$ cat src/rtl/wns_pkg.sv
`default_nettype none
// ----------------------------------------------------------------------------
// wns_pkg: shared types and constants of the wavetable note synthesiser
// Command codes, register indexes, table sizes, the pitch step table and the
// command and status bundles between the controller and the datapath.
// ----------------------------------------------------------------------------
package wns_pkg;

    localparam int WAVE_DEPTH  = 256;
    localparam int ENV_DEPTH   = 64;
    localparam int NOTE_COUNT  = 24;
    localparam int OCT_NOTES   = 12;

    localparam int WAVE_AW     = $clog2(WAVE_DEPTH);
    localparam int ENV_AW      = $clog2(ENV_DEPTH);
    localparam int SAMPLE_W    = 8;
    localparam int PHASE_W     = 16;
    localparam int COUNT_W     = 16;
    localparam int OCTAVE_W    = 8;
    localparam int NOTE_W      = 5;
    localparam int PITCH_W     = 12;
    localparam int STEP_PROD_W = OCTAVE_W + PITCH_W;

    localparam int CMD_W       = 2;
    localparam int IN_TDATA_W  = 24;
    localparam int OUT_TDATA_W = 8;
    localparam int CFG_IDX_W   = 1;
    localparam int CFG_DATA_W  = 16;
    localparam int DIV_STEPS   = ENV_AW;
    localparam int DIV_CNT_W   = $clog2(DIV_STEPS);

    localparam logic [NOTE_W-1:0] NOTE_LAST  = NOTE_W'(NOTE_COUNT - 1);
    localparam logic [NOTE_W-1:0] NOTE_OCTUP = NOTE_W'(OCT_NOTES);

    typedef enum logic [CMD_W-1:0] {
        CMD_LOAD_WAVE = 2'd0,
        CMD_LOAD_ENV  = 2'd1,
        CMD_START     = 2'd2,
        CMD_EMIT      = 2'd3
    } t_cmd;

    typedef enum logic [CFG_IDX_W-1:0] {
        REG_OCTAVE_MULT  = 1'd0,
        REG_SAMPLE_COUNT = 1'd1
    } t_reg;

    typedef struct packed {
        logic wave_we;
        logic env_we;
        logic note_start;
        logic div_init;
        logic div_step;
        logic mem_rd;
        logic mul_en;
        logic out_load;
    } t_dp_cmd;

    typedef struct packed {
        logic out_free;
    } t_dp_sts;

    function automatic logic [PITCH_W-1:0] pitch_step(input logic [3:0] idx);
        logic [PITCH_W-1:0] step;
        case (idx)
            4'd0:    step = 12'd1551;
            4'd1:    step = 12'd1652;
            4'd2:    step = 12'd1747;
            4'd3:    step = 12'd1848;
            4'd4:    step = 12'd1955;
            4'd5:    step = 12'd2074;
            4'd6:    step = 12'd2205;
            4'd7:    step = 12'd2324;
            4'd8:    step = 12'd2461;
            4'd9:    step = 12'd2616;
            4'd10:   step = 12'd2770;
            4'd11:   step = 12'd2938;
            default: step = 12'd0;
        endcase
        return step;
    endfunction

endpackage : wns_pkg
`default_nettype wire

$ cat src/rtl/wns_ram.sv
`default_nettype none
// ----------------------------------------------------------------------------
// wns_ram: generic single-clock RAM
// One write port and one read port with registered read data.
// ----------------------------------------------------------------------------
module wns_ram #(
    parameter int WIDTH = 8,
    parameter int DEPTH = 256
) (
    input  wire logic                     i_clk,
    input  wire logic                     i_we,
    input  wire logic [$clog2(DEPTH)-1:0] i_waddr,
    input  wire logic [WIDTH-1:0]         i_wdata,
    input  wire logic                     i_re,
    input  wire logic [$clog2(DEPTH)-1:0] i_raddr,
    output logic      [WIDTH-1:0]         o_rdata
);

    logic [WIDTH-1:0] r_mem [DEPTH];
    logic [WIDTH-1:0] r_rdata;

    always_ff @(posedge i_clk) begin
        if (i_we) begin
            r_mem[i_waddr] <= i_wdata;
        end
        if (i_re) begin
            r_rdata <= r_mem[i_raddr];
        end
    end

    assign o_rdata = r_rdata;

endmodule : wns_ram
`default_nettype wire

$ cat src/rtl/wns_ctrl.sv
`default_nettype none
// ----------------------------------------------------------------------------
// wns_ctrl: command sequencer of the wavetable note synthesiser
// Accepts requests, decodes loads and note starts, and steps an emit request
// through the envelope divider, the table read, the multiply and the output.
// ----------------------------------------------------------------------------
module wns_ctrl (
    input  wire logic                     i_clk,
    input  wire logic                     i_rst_n,
    input  wire logic                     i_valid,
    input  wire logic [wns_pkg::CMD_W-1:0] i_cmd,
    output logic                          o_ready,
    output wns_pkg::t_dp_cmd              o_dp_cmd,
    input  wire wns_pkg::t_dp_sts         i_dp_sts
);
    import wns_pkg::*;

    typedef enum logic [2:0] {
        ST_IDLE,
        ST_DIV,
        ST_READ,
        ST_MUL,
        ST_OUT
    } t_state;

    t_state               r_state;
    logic [DIV_CNT_W-1:0] r_cnt;
    logic                 w_accept;
    t_cmd                 w_cmd;

    assign w_cmd    = t_cmd'(i_cmd);
    assign o_ready  = i_rst_n && (r_state == ST_IDLE);
    assign w_accept = i_valid && o_ready;

    always_ff @(posedge i_clk) begin
        if (!i_rst_n) begin
            r_state <= ST_IDLE;
            r_cnt   <= '0;
        end else begin
            case (r_state)
                ST_IDLE: begin
                    r_cnt <= '0;
                    if (w_accept && w_cmd == CMD_EMIT) begin
                        r_state <= ST_DIV;
                    end
                end
                ST_DIV: begin
                    r_cnt <= r_cnt + 1'b1;
                    if (r_cnt == DIV_CNT_W'(DIV_STEPS - 1)) begin
                        r_state <= ST_READ;
                    end
                end
                ST_READ: r_state <= ST_MUL;
                ST_MUL:  r_state <= ST_OUT;
                ST_OUT: begin
                    if (i_dp_sts.out_free) begin
                        r_state <= ST_IDLE;
                    end
                end
                default: r_state <= ST_IDLE;
            endcase
        end
    end

    always_comb begin
        o_dp_cmd            = '0;
        o_dp_cmd.wave_we    = w_accept && w_cmd == CMD_LOAD_WAVE;
        o_dp_cmd.env_we     = w_accept && w_cmd == CMD_LOAD_ENV;
        o_dp_cmd.note_start = w_accept && w_cmd == CMD_START;
        o_dp_cmd.div_init   = w_accept && w_cmd == CMD_EMIT;
        o_dp_cmd.div_step   = (r_state == ST_DIV);
        o_dp_cmd.mem_rd     = (r_state == ST_READ);
        o_dp_cmd.mul_en     = (r_state == ST_MUL);
        o_dp_cmd.out_load   = (r_state == ST_OUT) && i_dp_sts.out_free;
    end

endmodule : wns_ctrl
`default_nettype wire

$ cat src/rtl/wns_dpath.sv
`default_nettype none
// ----------------------------------------------------------------------------
// wns_dpath: datapath of the wavetable note synthesiser
// Holds the configuration, the note state, both tables, the envelope index
// divider, the sample multiplier and the output register.
// ----------------------------------------------------------------------------
module wns_dpath (
    input  wire logic                             i_clk,
    input  wire logic                             i_rst_n,
    input  wire logic                             i_cfg_we,
    input  wire logic [wns_pkg::CFG_IDX_W-1:0]    i_cfg_idx,
    input  wire logic [wns_pkg::CFG_DATA_W-1:0]   i_cfg_data,
    input  wire logic [20:0]                      i_in_data,
    input  wire wns_pkg::t_dp_cmd                 i_dp_cmd,
    output wns_pkg::t_dp_sts                      o_dp_sts,
    input  wire logic                             i_out_ready,
    output logic                                  o_out_valid,
    output logic [wns_pkg::SAMPLE_W-1:0]          o_sample,
    output logic                                  o_last
);
    import wns_pkg::*;

    logic [OCTAVE_W-1:0]    r_octave;
    logic [COUNT_W-1:0]     r_count;
    logic [PHASE_W-1:0]     r_phase;
    logic [COUNT_W-1:0]     r_pos;
    logic [NOTE_W-1:0]      r_note;
    logic [STEP_PROD_W-1:0] r_step_prod;
    logic [COUNT_W-1:0]     r_rem;
    logic [ENV_AW-1:0]      r_quo;
    logic                   r_sat;
    logic                   r_last;
    logic signed [16:0]     r_prod;
    logic                   r_out_valid;
    logic [SAMPLE_W-1:0]    r_sample;
    logic                   r_out_last;

    logic [COUNT_W-1:0]     w_count_eff;
    logic [COUNT_W:0]       w_rem2;
    logic [COUNT_W:0]       w_diff;
    logic                   w_ge;
    logic [ENV_AW-1:0]      w_env_idx;
    logic [NOTE_W-1:0]      w_in_note;
    logic [3:0]             w_pidx;
    logic [STEP_PROD_W-1:0] w_step_prod;
    logic [PHASE_W-1:0]     w_step;
    logic signed [16:0]     w_adj;
    logic signed [16:0]     w_quo_s;
    logic [SAMPLE_W-1:0]    w_wave_rd;
    logic [SAMPLE_W-1:0]    w_env_rd;

    assign w_count_eff = (r_count == '0) ? COUNT_W'(1) : r_count;
    assign w_rem2      = {r_rem, 1'b0};
    assign w_ge        = (w_rem2 >= {1'b0, w_count_eff});
    assign w_diff      = w_rem2 - {1'b0, w_count_eff};
    assign w_env_idx   = r_sat ? ENV_AW'(ENV_DEPTH - 1) : r_quo;

    assign w_in_note   = (i_in_data[20:16] > NOTE_LAST) ? NOTE_LAST : i_in_data[20:16];
    assign w_pidx      = (r_note >= NOTE_OCTUP) ? 4'(r_note - NOTE_OCTUP) : r_note[3:0];
    assign w_step_prod = STEP_PROD_W'(r_octave) * STEP_PROD_W'(pitch_step(w_pidx));
    assign w_step      = (r_note >= NOTE_OCTUP) ? r_step_prod[PHASE_W+2:3]
                                                : r_step_prod[PHASE_W+3:4];

    // Division by 128 rounds toward zero, so negative products are biased first.
    assign w_adj   = r_prod[16] ? (r_prod + 17'sd127) : r_prod;
    assign w_quo_s = w_adj >>> 7;

    wns_ram #(
        .WIDTH (SAMPLE_W),
        .DEPTH (WAVE_DEPTH)
    ) u_wave_ram (
        .i_clk   (i_clk),
        .i_we    (i_dp_cmd.wave_we),
        .i_waddr (i_in_data[WAVE_AW-1:0]),
        .i_wdata (i_in_data[15:8]),
        .i_re    (i_dp_cmd.mem_rd),
        .i_raddr (r_phase[PHASE_W-1:PHASE_W-WAVE_AW]),
        .o_rdata (w_wave_rd)
    );

    wns_ram #(
        .WIDTH (SAMPLE_W),
        .DEPTH (ENV_DEPTH)
    ) u_env_ram (
        .i_clk   (i_clk),
        .i_we    (i_dp_cmd.env_we),
        .i_waddr (i_in_data[ENV_AW-1:0]),
        .i_wdata (i_in_data[15:8]),
        .i_re    (i_dp_cmd.mem_rd),
        .i_raddr (w_env_idx),
        .o_rdata (w_env_rd)
    );

    always_ff @(posedge i_clk) begin
        if (!i_rst_n) begin
            r_octave    <= OCTAVE_W'(1);
            r_count     <= COUNT_W'(256);
            r_phase     <= '0;
            r_pos       <= '0;
            r_note      <= '0;
            r_out_valid <= 1'b0;
        end else begin
            if (i_cfg_we) begin
                case (t_reg'(i_cfg_idx))
                    REG_OCTAVE_MULT:  r_octave <= i_cfg_data[OCTAVE_W-1:0];
                    REG_SAMPLE_COUNT: r_count  <= i_cfg_data[COUNT_W-1:0];
                    default:          r_octave <= r_octave;
                endcase
            end
            if (i_dp_cmd.note_start) begin
                r_note  <= w_in_note;
                r_phase <= '0;
                r_pos   <= '0;
            end else if (i_dp_cmd.out_load) begin
                if (r_last) begin
                    r_phase <= '0;
                    r_pos   <= '0;
                end else begin
                    r_phase <= r_phase + w_step;
                    r_pos   <= r_pos + 1'b1;
                end
            end
            if (i_dp_cmd.out_load) begin
                r_out_valid <= 1'b1;
            end else if (i_out_ready) begin
                r_out_valid <= 1'b0;
            end
        end
    end

    always_ff @(posedge i_clk) begin
        if (i_dp_cmd.div_init) begin
            r_rem       <= r_pos;
            r_quo       <= '0;
            r_sat       <= (r_pos >= w_count_eff);
            r_last      <= ({1'b0, r_pos} + 1'b1 >= {1'b0, w_count_eff});
            r_step_prod <= w_step_prod;
        end else if (i_dp_cmd.div_step) begin
            r_rem <= w_ge ? w_diff[COUNT_W-1:0] : w_rem2[COUNT_W-1:0];
            r_quo <= {r_quo[ENV_AW-2:0], w_ge};
        end
        if (i_dp_cmd.mul_en) begin
            r_prod <= $signed(w_wave_rd) * $signed({1'b0, w_env_rd});
        end
        if (i_dp_cmd.out_load) begin
            r_sample   <= w_quo_s[SAMPLE_W-1:0] ^ 8'h80;
            r_out_last <= r_last;
        end
    end

    assign o_dp_sts.out_free = !r_out_valid || i_out_ready;
    assign o_out_valid       = r_out_valid;
    assign o_sample          = r_sample;
    assign o_last            = r_out_last;

endmodule : wns_dpath
`default_nettype wire

$ cat src/rtl/wavetable_note_synth.sv
`default_nettype none
// ----------------------------------------------------------------------------
// wavetable_note_synth: wavetable oscillator with a volume envelope
// Builds the unsigned 8-bit samples of one note from a loaded wave table and
// envelope table, one sample for each emit request.
// ----------------------------------------------------------------------------
// Load and start requests take effect on acceptance. An emit request goes
// through accept, six steps of the radix-2 divider that finds the envelope
// index, a read of both tables, the multiply and the output load before its
// sample enters the output register. The output register lets the next
// request be accepted while a sample still waits to be taken; a further emit
// stalls at its output load until that register is free. The user must write
// configuration only while no request is in progress; it is not enforced.
module wavetable_note_synth (
    input  wire logic                                i_clk,
    input  wire logic                                i_rst_n,
    input  wire logic                                i_cfg_we,
    input  wire logic [wns_pkg::CFG_IDX_W-1:0]       i_cfg_idx,
    input  wire logic [wns_pkg::CFG_DATA_W-1:0]      i_cfg_data,
    input  wire logic                                s_axis_tvalid,
    output logic                                     s_axis_tready,
    // table_index [7:0], load_value [15:8], note_select [20:16], zero [23:21]
    input  wire logic [wns_pkg::IN_TDATA_W-1:0]      s_axis_tdata,
    // command [1:0]
    input  wire logic [wns_pkg::CMD_W-1:0]           s_axis_tuser,
    output logic                                     m_axis_tvalid,
    input  wire logic                                m_axis_tready,
    // sample_out [7:0]
    output logic [wns_pkg::OUT_TDATA_W-1:0]          m_axis_tdata,
    output logic                                     m_axis_tlast
);
    import wns_pkg::*;

    t_dp_cmd w_dp_cmd;
    t_dp_sts w_dp_sts;

    wns_ctrl u_ctrl (
        .i_clk    (i_clk),
        .i_rst_n  (i_rst_n),
        .i_valid  (s_axis_tvalid),
        .i_cmd    (s_axis_tuser),
        .o_ready  (s_axis_tready),
        .o_dp_cmd (w_dp_cmd),
        .i_dp_sts (w_dp_sts)
    );

    wns_dpath u_dpath (
        .i_clk       (i_clk),
        .i_rst_n     (i_rst_n),
        .i_cfg_we    (i_cfg_we),
        .i_cfg_idx   (i_cfg_idx),
        .i_cfg_data  (i_cfg_data),
        .i_in_data   (s_axis_tdata[20:0]),
        .i_dp_cmd    (w_dp_cmd),
        .o_dp_sts    (w_dp_sts),
        .i_out_ready (m_axis_tready),
        .o_out_valid (m_axis_tvalid),
        .o_sample    (m_axis_tdata),
        .o_last      (m_axis_tlast)
    );

endmodule : wavetable_note_synth
`default_nettype wire
$ cat config.mk
export PLATFORM = sky130hd
export DESIGN_NAME = wavetable_note_synth
export DESIGN_NICKNAME = d
export VERILOG_FILES = /design/src/rtl/wns_pkg.sv /design/src/rtl/wns_ram.sv /design/src/rtl/wns_ctrl.sv /design/src/rtl/wns_dpath.sv /design/src/rtl/wavetable_note_synth.sv
export SDC_FILE = /design/constraint.sdc
export NUM_CORES = 2
export LEC_CHECK = 0
export CORE_ASPECT_RATIO = 1.4
export CORE_UTILIZATION = 50
export CTS_CLUSTER_DIAMETER = 120
export CTS_CLUSTER_SIZE = 20
export DETAILED_ROUTE_END_ITERATION = 6
export DONT_BUFFER_PORTS = 1
export HOLD_SLACK_MARGIN = 0.06
export MAX_ROUTING_LAYER = met4
export PLACE_DENSITY_LB_ADDON = 0.15
export SLEW_MARGIN = 20
export SYNTH_ARGS = -nofsm -noshare
export SYNTH_HDL_FRONTEND = slang
export SYNTH_SLANG_ARGS = --single-unit
$ cat constraint.sdc
create_clock -name i_clk -period 19.22 [get_ports i_clk]
set_clock_uncertainty 0.2 [all_clocks]
set_input_delay 0.961 -clock i_clk [delete_from_list [all_inputs] [get_ports i_clk]]
set_output_delay 0.961 -clock i_clk [all_outputs]
set_load 0.02 [all_outputs]
==> Implementation_results.wiki <==
{| class="wikitable"
! Metric !! Value
|-
| Outcome || finished with violations
|-
| Violated checks || slew limit
|-
| Proportion of layout cells with a drive suffix above 1 || 19.2%
|-
| Worst hold path type || in -> reg
|-
| Endpoint type of the worst setup path || register
|-
| Setup-failing EPs final || 0
|-
| Maximum Capacitance Violations || 0
|-
| Height of the die || 563 µm
|-
| Synth unique cells || 66
|-
| Clock share of power || 32.4%
|-
| Post-CTS setup buffer count || 0
|-
| Die Footprint || 227,000 µm²
|-
| Top_reg_cell synth || edfxtp_1
|-
| Most used routing layer in global routing || met2
|-
| RSZ-0062 raised after global routing || no
|-
| HPWL after detailed placement || 152,000 µm
|-
| Total power || 10.4 mW
|-
| Worst slew pin tran || 1.61 ns
|-
| Vias per cell || 6.10
|-
| Type of element launching the critical path || register
|-
| Number of DRC violations after detailed-routing iteration 0 || 4,417
|-
| I/O pins || 59
|-
| Data required time at the worst endpoint || 19.58 ns
|-
| Yosys reg bits || 2,710
|-
| Remaining antenna violation count after routing || 0
|-
| Clock tree from TritonCTS || yes
|-
| Initial standard-cell utilization of the core || 50.4%
|-
| Resized cells post-CTS || 0
|-
| DRC Markers || 0
|-
| Count of synthesis-stage warnings from yosys || 0
|-
| Critical path, cell by cell || inv_1 > ha_1 > a221oi_2 > buf_4 > mux2i_1 > nor2_1 > a22oi_1 > o21ai_1 > and2_1 > fa_1 > fa_1 > fa_1 > inv_1 > fa_1 > inv_1 > ha_1 > a21o_1 > a21o_1 > a21oi_1 > o21ai_0 > o41ai_1 > mux2i_1 > nor2_1
|-
| Instance count after placement with tap cells included || 8,340
|-
| Drt pass-1 iters || 5
|-
| Std-Cell Rows || 205
|-
| Signed area change from the synthesized netlist to the final layout || 6.73%
|-
| Ratio of final minimum period to clock period || 41.1%
|-
| Routability Congestion || 0.846
|-
| Combinational Power Share || 5.3%
|-
| IO Port Bufs || 0
|-
| Number of buffers inserted during clock tree synthesis || 162
|-
| Fill cell total of the finished layout || 17,200
|-
| Clock buffer depth || 4
|-
| H-tree depth || 4
|-
| Overall via count from detail_route || 52,200
|-
| Maximum number of pins on one net before global-route repair || 321
|-
| Mean cell area of the mapped netlist || 19.8 µm²
|-
| Post-route cell area || 120,000 µm²
|-
| P_sw || 2.18 mW
|-
| Register area share after synthesis || 71.7%
|-
| Standby leakage power || 36.5 nW
|-
| Maximum net fanout on the critical path || 20
|-
| Cell chosen for the clock root || clkbuf_16
|-
| Finished Layout Cells || 8,557
|-
| Antenna violations before repair || 3
|-
| Sum of negative setup slack || 0 ns
|-
| Power per cell area || 87.1 nW/µm²
|-
| Clock-pin transition on the worst setup and hold timing paths || 0.09 ns
|-
| Sinks on the clock net || 2,710
|-
| Total Wirelength || 250,000 µm
|-
| Most common cell after layout, fill and taps aside || edfxtp_1
|-
| Commonest cells after routing, fill and taps aside || 2,636 x edfxtp_1, 808 x mux4_2, 416 x nor2_1, 270 x nand2_1, 168 x inv_1
|-
| Area inside the core boundary || 223,000 µm²
|-
| Met1 track utilization from global routing || 28.4%
|-
| GRT overflow || 0
|-
| Total cell area at the placement stage || 115,000 µm²
|-
| Slew Limit Fails || 108
|-
| Final min period || 7.89 ns
|-
| Final hold violations || 0
|-
| Max VDD drop || 0.0672 mV
|-
| Slowest stage cell on the critical path || mux2i_1
|-
| Number of nets in the synthesized netlist || 5,967
|-
| Post-synth EDFFs || 2,636
|-
| Final layout net count || 5,931
|-
| First-pass GRT wire length || 369,000 µm
|-
| Routing usage on met3 || 2.69%
|-
| Worst skew pair latency || 0.86 ns
|-
| Most frequent cell on the critical path || fa_1
|-
| Hold slack || 0.103 ns
|-
| Rel. slew slack || -7.59%
|-
| Count of mapped cells out of synthesis || 5,668
|-
| Average wire per cell in the routed design || 29.2 µm
|-
| Met2 Track Usage GR || 39.7%
|-
| Start-to-end type of the worst setup path || reg -> reg
|-
| Fmax || 0.127 GHz
|-
| Data arrival time of the worst path || 8.25 ns
|-
| Switching share of power || 20.8%
|-
| Internal cell power || 8.27 mW
|-
| Vias in the first global route || 54,300
|-
| Hold-fix buffers at CTS || 19
|-
| Cell area after technology mapping || 112,000 µm²
|-
| Synth async-reset ratio || 0%
|-
| X dimension of the die || 403 µm
|-
| Total routing resource utilization after global routing || 22.8%
|-
| Max stage delay on crit path || 0.67 ns
|-
| Part of the power in registers || 62.3%
|}
==> synthesized netlist by cell type (35+ instances only) <==
cell type / number / area (µm²)
nor2b_1: 54 / 338
edfxtp_1: 2636 / 79200
a21oi_1: 70 / 350
buf_2: 48 / 240
inv_1: 168 / 631
fa_1: 99 / 1980
xnor2_1: 46 / 403
clkbuf_1: 178 / 668
nand2_1: 273 / 1020
mux4_2: 808 / 18200
nor2_1: 419 / 1570
ha_1: 152 / 1900
dfxtp_1: 74 / 1480
a22oi_1: 35 / 263
and2_1: 99 / 619
nand3_1: 39 / 195
mux2i_1: 52 / 521
==> area by class of cell <==
| type | count | area [µm²] | area share (%) |
|---|---|---|---|
| Sequential cell | 2710 | 80700 | 67.2 |
| Multi-Input combinational cell | 2509 | 30100 | 25.1 |
| Clock buffer | 181 | 4150 | 3.45 |
| Tap cell | 2898 | 3630 | 3.02 |
| Timing Repair Buffer | 81 | 751 | 0.626 |
| Inverter | 168 | 631 | 0.525 |
| Clock inverter | 8 | 104 | 0.0865 |
| Antenna cell | 2 | 5.00 | 0.00417 |
==> power groups by stage <==
stage                     Sequential, mW  Combinational, mW  Clock (mW)
after global routing                6.51              0.600        3.63
after CTS                           6.51              0.559        3.47
after floorplan                     6.63              0.405           0
after detailed placement            6.64              0.552           0
final                               6.51              0.553        3.39
after global placement              6.64              0.550           0
==> logic make-up after synthesis <==
| group | Yosys count | share of synthesized area (%) |
|---|---|---|
| DFF | 2710 | 71.7 |
| adders and majority gates | 251 | 3.45 |
| buffers and inverters | 449 | 1.64 |
| xor gates and xnor gates | 65 | 0.506 |
| AOI/OAI and AO/OA | 311 | 1.87 |
| muxes | 877 | 16.8 |
| and+or+nand+nor | 1005 | 4.01 |
==> through the flow <==
step / setup slack, ns / utilization (%)
after floorplan: 12.67 / -
after global placement: 11.51 / 51.7
after detailed placement: 11.34 / 51.7
after CTS: 11.33 / 53.7
after global routing: 10.72 / 53.8
final: 11.33 / 53.8
==> final timing paths <==
kind	startpoint	endpoint	slack (ns)	depth (start not counted)
max	u_dpath.r_note[1]	u_dpath.r_step_prod[19]	11.33	23
min	s_axis_tdata[9]	u_dpath.u_wave_ram.r_mem[162][1]	0.10	0
max reg2reg	u_dpath.r_note[1]	u_dpath.r_step_prod[19]	11.33	23
min reg2reg	u_dpath.r_quo[1]	u_dpath.r_quo[2]	0.25	2
==> per-layer routing <==
metal	share of wire, %	up-vias
met1	39	28100
li1	-	22600
met2	54	1238
met5	0	-
met3	4.3	280
met4	2.7	0
==> worst max-delay path: cells and delay by family, from the launching register on <==
| kind | cells | cell delay, ns |
|---|---|---|
| muxes | 2 | 0.90 |
| DFF | 1 | 0.50 |
| buffers and inverters | 4 | 0.56 |
| adders and majority gates | 6 | 2.57 |
| AOI/OAI and AO/OA | 8 | 2.39 |
| and+or+nand+nor | 3 | 0.50 |
==> flip-flops by register name, summed over array words and instances (netlist names), 16 cells and up <==
name                      cells
u_dpath.u_wave_ram.r_mem   2048
u_dpath.u_env_ram.r_mem     512
u_dpath.r_step_prod          17
u_dpath.r_phase              16
u_dpath.r_pos                16
u_dpath.r_rem                16
u_dpath.r_prod               16
u_dpath.r_count              16
Power figures use the tool's default switching activity.
